===== config.mk =====
export PLATFORM = sky130hd
export DESIGN_NAME = rope_mod
export DESIGN_NICKNAME = d
export VERILOG_FILES = /design/src/rtl/core/rope_pkg.sv /design/src/rtl/core/rope_mod.sv
export SDC_FILE = /design/constraint.sdc
export NUM_CORES = 2
export LEC_CHECK = 0
export BUFFER_PORTS_ARGS = -buffer_cell sky130_fd_sc_hd__clkbuf_2
export CORE_MARGIN = 4
export CORE_UTILIZATION = 62
export DETAILED_ROUTE_END_ITERATION = 12
export GPL_TIMING_DRIVEN = 0
export PLACE_DENSITY = 0.8
export SYNTH_ARGS = -nofsm -noshare
export SYNTH_HDL_FRONTEND = slang
export SYNTH_SLANG_ARGS = --single-unit

===== constraint.sdc =====
create_clock -name clk_i -period 4 [get_ports clk_i]
set_input_delay 0.8 -clock clk_i [delete_from_list [all_inputs] [get_ports clk_i]]
set_output_delay 0.8 -clock clk_i [all_outputs]
set_load 0.03 [all_outputs]

===== src/rtl/core/rope_pkg.sv =====
// shared types, constants and coefficient functions for the rotary embedding block
package rope_pkg;

  localparam int MaxHalfDef     = 256;
  localparam int CordicStepsDef = 20;

  localparam int FracBits = 20;      // fraction bits of the exponent
  localparam int ExpW     = 33;      // pair index times log2 step
  localparam int MW       = 33;      // mantissa 2^-f, Q0.32 with room for 1.0
  localparam int PosW     = 20;
  localparam int AngW     = PosW + MW;
  localparam int QuoBits  = 19;      // quotient bits of angle / 2pi
  localparam int ResW     = 35;      // residue below 2pi
  localparam int CW       = 34;      // cordic datapath width, Q.30

  localparam longint unsigned TwoPiQ32  = 64'd26986075409;
  localparam longint unsigned PiQ32     = 64'd13493037705;
  localparam longint unsigned HalfPiQ32 = 64'd6746518852;
  localparam longint unsigned GainQ30   = 64'd652032874;
  localparam logic [24:0]     Log2StepReset = 25'd436000;

  localparam logic [29:0] AtanQ30 [30] = '{
    30'd843314856, 30'd497837829, 30'd263043836, 30'd133525158, 30'd67021686,
    30'd33543515, 30'd16775850, 30'd8388437, 30'd4194282, 30'd2097149,
    30'd1048575, 30'd524287, 30'd262143, 30'd131071, 30'd65535, 30'd32767,
    30'd16383, 30'd8191, 30'd4095, 30'd2047, 30'd1023, 30'd511, 30'd255,
    30'd127, 30'd63, 30'd31, 30'd15, 30'd7, 30'd3, 30'd1
  };

  typedef struct packed {
    logic signed [31:0] lo;
    logic signed [31:0] hi;
  } pair_t;

  function automatic longint unsigned rope_isqrt(input longint unsigned num);
    longint unsigned res;
    longint unsigned b;
    longint unsigned n;
    res = 0;
    n   = num;
    b   = 64'd1 << 62;
    while (b > n) b = b >> 2;
    while (b != 0) begin
      if (n >= res + b) begin
        n   = n - (res + b);
        res = (res >> 1) + b;
      end else begin
        res = res >> 1;
      end
      b = b >> 2;
    end
    return res;
  endfunction

  // c_k = 2^(-2^-k) in Q0.32, by repeated square roots
  function automatic logic [31:0] rate_coef(input int k);
    longint unsigned c;
    c = 64'd1 << 31;
    for (int i = 1; i <= k; i++) begin
      c = rope_isqrt(c << 32);
    end
    return c[31:0];
  endfunction

endpackage


===== src/rtl/core/rope_mod.sv =====
// angle modulo 2pi by restoring subtraction, then fold into [-pi/2, pi/2]
module rope_mod (
  input  logic                      clk_i,
  input  logic                      rst_ni,
  input  logic                      en_i,
  input  logic                      valid_i,
  input  rope_pkg::pair_t           pair_i,
  input  logic [rope_pkg::AngW-1:0] angle_i,
  output logic                      valid_o,
  output rope_pkg::pair_t           pair_o,
  output logic                      neg_o,
  output logic signed [rope_pkg::CW-1:0] z_o
);
  import rope_pkg::*;

  localparam logic signed [ResW:0] TwoPiS  = (ResW + 1)'(TwoPiQ32);
  localparam logic signed [ResW:0] PiS     = (ResW + 1)'(PiQ32);
  localparam logic signed [ResW:0] HalfPiS = (ResW + 1)'(HalfPiQ32);

  logic            vld_q  [QuoBits];
  logic [AngW-1:0] a_q    [QuoBits];
  pair_t           pair_q [QuoBits];

  for (genvar s = 0; s < QuoBits; s++) begin : g_div
    localparam logic [AngW-1:0] Dv = AngW'(TwoPiQ32) << (QuoBits - 1 - s);
    logic            vin;
    logic [AngW-1:0] ain;
    pair_t           pin;
    if (s == 0) begin : g_first
      assign vin = valid_i;
      assign ain = angle_i;
      assign pin = pair_i;
    end else begin : g_next
      assign vin = vld_q[s-1];
      assign ain = a_q[s-1];
      assign pin = pair_q[s-1];
    end

    always_ff @(posedge clk_i or negedge rst_ni) begin
      if (!rst_ni) begin
        vld_q[s] <= 1'b0;
      end else if (en_i) begin
        vld_q[s] <= vin;
      end
    end

    always_ff @(posedge clk_i) begin
      if (en_i) begin
        a_q[s]    <= (ain >= Dv) ? ain - Dv : ain;
        pair_q[s] <= pin;
      end
    end
  end

  logic signed [ResW:0] res, s1_q, s1_d;
  logic                 v1_q, v2_q, neg_d, neg_q;
  pair_t                p1_q, p2_q;
  logic signed [ResW:0] f_d;
  logic signed [CW-1:0] z_q;

  assign res  = $signed({1'b0, a_q[QuoBits-1][ResW-1:0]});
  assign s1_d = (res > PiS) ? res - TwoPiS : res;

  always_comb begin
    neg_d = 1'b0;
    f_d   = s1_q;
    if (s1_q > HalfPiS) begin
      f_d   = s1_q - PiS;
      neg_d = 1'b1;
    end else if (s1_q < -HalfPiS) begin
      f_d   = s1_q + PiS;
      neg_d = 1'b1;
    end
  end

  always_ff @(posedge clk_i or negedge rst_ni) begin
    if (!rst_ni) begin
      v1_q <= 1'b0;
      v2_q <= 1'b0;
    end else if (en_i) begin
      v1_q <= vld_q[QuoBits-1];
      v2_q <= v1_q;
    end
  end

  always_ff @(posedge clk_i) begin
    if (en_i) begin
      s1_q  <= s1_d;
      p1_q  <= pair_q[QuoBits-1];
      z_q   <= CW'(f_d >>> 2);
      neg_q <= neg_d;
      p2_q  <= p1_q;
    end
  end

  assign valid_o = v2_q;
  assign pair_o  = p2_q;
  assign neg_o   = neg_q;
  assign z_o     = z_q;

endmodule


==> results_tabular.tex <==
\begin{tabular}{lr}
\hline
Metric & Value \\
\hline
\multicolumn{2}{l}{\textbf{Worst setup path}} \\
\quad Peak fanout along the critical path & 10 \\
\quad Depth of the worst register-to-register path & 11 \\
\quad Classification of the worst setup path & flip-flop to flip-flop \\
\quad Worst endpoint required time & 4590 ps \\
\quad CP startpoint kind & flip-flop \\
\quad Register-to-register setup slack & 170 ps \\
\quad Worst endpoint data arrival time & 4420 ps \\
\quad Beginning of the worst register-to-register path & a\_q[0][17]\$\_DFFE\_PP\_ \\
\quad RR Endpoint & a\_q[1][52]\$\_DFFE\_PP\_ \\
\quad Type of destination of the critical path & flip-flop \\
\multicolumn{2}{l}{\textbf{Logic synthesis}} \\
\quad Number of synthesized register bits & 2,425 \\
\quad Async S/R FF share, synth & 0.866\% \\
\quad Sequential share of the synthesized area & 75.1\% \\
\quad Most used DFF post-synth & sky130\_fd\_sc\_hd\_\_edfxtp\_1 \\
\quad Syn\_area\_per\_cell & 15.5 sq um \\
\quad Count of mapped cells out of synthesis & 6,265 \\
\quad Number of enable-type register cells in the synthesized netlist & 2,404 \\
\quad Synth Warn \# & 0 \\
\quad Post-synthesis instance area & 96,900 sq um \\
\quad Distinct cell type count of the synthesized netlist & 96 \\
\quad Net count after synthesis & 6,417 \\
\multicolumn{2}{l}{\textbf{Placement}} \\
\quad Post-place instance area & 101,000 sq um \\
\quad Post-placement cell count & 8,549 \\
\quad Final estimated routing congestion in global placement & 0.907 \\
\quad Worst slack, placed & -920 ps \\
\quad Final HPWL from detailed placement & 118,000 um \\
\quad Count of port buffers added during placement & 219 \\
\multicolumn{2}{l}{\textbf{Run}} \\
\quad Max-cap violation count & 0 \\
\multicolumn{2}{l}{\textbf{Power and ir drop}} \\
\quad Leak pwr & 0.0376 uW \\
\quad Maximum resistive drop on vdd & 507 uV \\
\quad Pwr Density & 631 nW/um\^{}2 \\
\multicolumn{2}{l}{\textbf{Finish}} \\
\quad Fillers & 9,920 \\
\quad Final standard cell count with taps included and fillers excluded & 8,972 \\
\quad Leading cell type in the layout, fill and taps excluded & sky130\_fd\_sc\_hd\_\_edfxtp\_1 \\
\quad Count of nets after finishing & 6,888 \\
\quad Layout overhead on the synthesized area & 12.4\% \\
\quad Layout cells sized above 1 & 10.4\% \\
\quad Final design instance area without fill & 109,000 sq um \\
\quad Commonest non-fill, non-tap cells in the layout & sky130\_fd\_sc\_hd\_\_edfxtp\_1 (2,404), sky130\_fd\_sc\_hd\_\_nor2\_1 (435), sky130\_fd\_sc\_hd\_\_xor2\_1 (426), sky130\_fd\_sc\_hd\_\_xnor2\_1 (419), sky130\_fd\_sc\_hd\_\_nand2\_1 (412) \\
\multicolumn{2}{l}{\textbf{GRT}} \\
\quad Total track usage & 22.3\% \\
\quad Vias in the first global route & 52,200 \\
\quad Global-route wire length before repair & 287,000 um \\
\quad Largest net degree at the start of global routing & 134 \\
\quad Remaining Overflow, GRT & 0 \\
\quad Initial antenna violation count & 1 \\
\multicolumn{2}{l}{\textbf{Detailed routing}} \\
\quad Number of search-and-repair iterations in the first detailed-routing pass & 8 \\
\quad Post-DR vias/cell & 5.84 \\
\quad Via Count & 52,400 \\
\quad Iteration-0 DRC Markers & 4,546 \\
\quad Final antenna-violating net count & 0 \\
\quad \# DRC & 0 \\
\quad Average detailed-routed wire length per instance & 20.3 um \\
\quad DRT Wirelength & 182,000 um \\
\multicolumn{2}{l}{\textbf{Clocking}} \\
\quad CTS Sinks & 2,425 \\
\quad H-Tree Level Count & 4 \\
\quad Clock-pin slew of the registers on the worst-case setup and hold paths & 70 ps \\
\quad Post-CTS Setup Repair Bufs & 0 \\
\quad Clk Latency, worst-skew pair & 860 ps \\
\quad Master cell of the clock root buffer & sky130\_fd\_sc\_hd\_\_clkbuf\_16 \\
\quad Number of buffers created by CTS & 227 \\
\quad CTS tree & built \\
\quad Number of buffers on the longest clock path & 3 \\
\multicolumn{2}{l}{\textbf{Die}} \\
\quad Die width & 403 um \\
\quad Die Ht & 403 um \\
\quad I/O pin total & 221 \\
\quad Count of standard-cell rows & 144 \\
\quad Starting utilization of the core area & 62.7\% \\
\quad Core Footprint & 155,000 sq um \\
\quad Area of the die & 163,000 sq um \\
\multicolumn{2}{l}{\textbf{Timing}} \\
\quad Number of hold violations in the final report & 0 \\
\quad Final Max Slew Viols & 0 \\
\quad Final setup violation count & 0 \\
\quad Clock Skews & 69.7 ps \\
\quad Least-Margin Pin Slew & 1140 ps \\
\quad Final cycle utilization of the critical path & 95.8\% \\
\quad Minimum clock period & 3830 ps \\
\quad Setup Total Neg Slack & 0 ps \\
\quad RSZ-0062 raised after global routing & false \\
\quad Tightest slew margin relative to the limit & 22.9\% \\
\quad Setup ws final & 170 ps \\
\quad Worst hold slack after final layout & 87.0 ps \\
\quad Achievable Freq & 261 MHz \\
\multicolumn{2}{l}{\textbf{Worst hold path}} \\
\quad Worst hold path class & primary input to flip-flop \\
\quad Hold Path Stages & 1 \\
\quad Endpoint of the worst hold path & pair\_q[0][26]\$\_DFFE\_PP\_ \\
\quad Hold path startpoint & pair\_i[26] \\
\multicolumn{2}{l}{\textbf{Run status}} \\
\quad Run status & complete, no violations \\
\hline
\end{tabular}
## worst max path at each step
| stage | startpoint | slack (ps) | depth (start not counted) | end |
|---|---|---|---|---|
| floorplan | a_q[2][15]$_DFFE_PP_ | 750 | 12 | a_q[3][52]$_DFFE_PP_ |
| global placement | en_i | -39270 | 2 | g_div[17].vin$_DFFE_PN0P_ |
| detailed placement | en_i | -920 | 7 | p1_q[23]$_DFFE_PP_ |
| CTS | a_q[3][47]$_DFFE_PP_ | 9 | 9 | a_q[4][42]$_DFFE_PP_ |
| global route | a_q[3][29]$_DFFE_PP_ | 2 | 8 | a_q[4][47]$_DFFE_PP_ |
| finish | a_q[0][17]$_DFFE_PP_ | 170 | 11 | a_q[1][52]$_DFFE_PP_ |
## routing by layer
layer  global-route usage (%)  vias to the layer above  share of wire (%)
met3                     3.40                      330                5.5
li1                         -                    24800                  -
met1                     30.1                    25700                 42
met4                     6.73                        0                2.6
met2                     37.8                     1615                 50
met5                        0                        -                  0
## power by group
| group | total (uW) | internal, uW | switching (uW) |
|---|---|---|---|
| Sequential | 36200 | 33000 | 3230 |
| Clock | 21800 | 12400 | 9360 |
| Combinational | 10800 | 4380 | 6390 |
| Total | 68800 | 49800 | 19000 |
## cells in the mapped netlist, types with 24 or more instances
cell type	n	share of area, %
sky130_fd_sc_hd__inv_1	107	0.41
sky130_fd_sc_hd__nor3_1	194	1.0
sky130_fd_sc_hd__a211oi_1	36	0.28
sky130_fd_sc_hd__nand4_1	69	0.45
sky130_fd_sc_hd__or3_1	58	0.37
sky130_fd_sc_hd__nor3b_1	44	0.34
sky130_fd_sc_hd__nor2b_1	28	0.18
sky130_fd_sc_hd__and3_1	32	0.21
sky130_fd_sc_hd__a21boi_0	29	0.22
sky130_fd_sc_hd__xnor2_1	419	3.8
sky130_fd_sc_hd__and2_1	25	0.16
sky130_fd_sc_hd__edfxtp_1	2404	75
sky130_fd_sc_hd__xor2_1	426	3.9
sky130_fd_sc_hd__o211ai_1	26	0.20
sky130_fd_sc_hd__o41ai_1	24	0.22
sky130_fd_sc_hd__a21o_1	37	0.29
sky130_fd_sc_hd__ha_1	31	0.40
sky130_fd_sc_hd__or4_1	47	0.36
sky130_fd_sc_hd__nand2_1	412	1.6
sky130_fd_sc_hd__nand2b_1	69	0.45
sky130_fd_sc_hd__clkbuf_1	117	0.45
sky130_fd_sc_hd__nand3_1	165	0.85
sky130_fd_sc_hd__o31ai_1	24	0.19
sky130_fd_sc_hd__o21ai_0	164	0.85
sky130_fd_sc_hd__o21a_1	41	0.32
sky130_fd_sc_hd__o21bai_1	25	0.19
sky130_fd_sc_hd__nor2_1	435	1.7
sky130_fd_sc_hd__nand3b_1	28	0.22
sky130_fd_sc_hd__a21oi_1	184	0.95
sky130_fd_sc_hd__a31oi_1	47	0.30
sky130_fd_sc_hd__nor4_1	141	0.91
sky130_fd_sc_hd__or2_2	38	0.25
## critical path, stage by stage, from the launching register on
cell                       delay (ps)
sky130_fd_sc_hd__edfxtp_1         450
sky130_fd_sc_hd__inv_1            110
sky130_fd_sc_hd__ha_1             170
sky130_fd_sc_hd__or3b_2           490
sky130_fd_sc_hd__a21boi_0         350
sky130_fd_sc_hd__o21ai_0          230
sky130_fd_sc_hd__a31o_2           330
sky130_fd_sc_hd__a21o_1           210
sky130_fd_sc_hd__a41oi_1          570
sky130_fd_sc_hd__clkbuf_2         370
sky130_fd_sc_hd__a211oi_1          90
sky130_fd_sc_hd__a31o_2           230
## cell families after synthesis
| logic type | Yosys count | share of synthesized area, % |
|---|---|---|
| AO/OA/AOI/OAI | 800 | 5.51 |
| XOR/XNOR | 845 | 7.64 |
| buffers and inverters | 249 | 1.02 |
| flip-flops | 2425 | 75.1 |
| AND/OR/NAND/NOR | 1889 | 10.0 |
| multiplexers | 26 | 0.297 |
| adder cells (fa/ha/maj) | 31 | 0.400 |
## registers in the layout, summed over array words and instances, names as in the netlist
register   count
a_q          989
g_div.vin     18
neg_o          1
p1_q          64
pair_o        64
pair_q      1216
s1_q          36
v1_q           1
valid_o        1
vld_q          1
z_o           34
## repair_timing
item | 4_1_cts | 5_1_grt
gates resized for setup | 5 | 29
hold buffers | 1 | 0
endpoints found under the hold margin | 21 | 0
gates cloned | 0 | 1
setup endpoints to repair | 46 | 233
## area by class of cell
cell class,count,area [sq um],area share (%)
Multi-Input combinational cell,3591,23300,21.4
Tap cell,2044,2560,2.35
Buffer,142,602,0.553
Inverter,107,402,0.369
Sequential cell,2425,72700,66.8
Antenna cell,1,2.50,0.00230
Timing Repair Buffer,242,1720,1.58
Clock inverter,126,1600,1.47
Clock buffer,294,6030,5.53
## through the flow
step | total power, uW | util [%]
floorplan | 43300 | -
global placement | 46900 | 65.0
detailed placement | 47200 | 65.4
CTS | 69200 | 70.3
global route | 72000 | 70.4
finish | 68800 | 70.4
Power figures use the tool's default switching activity.
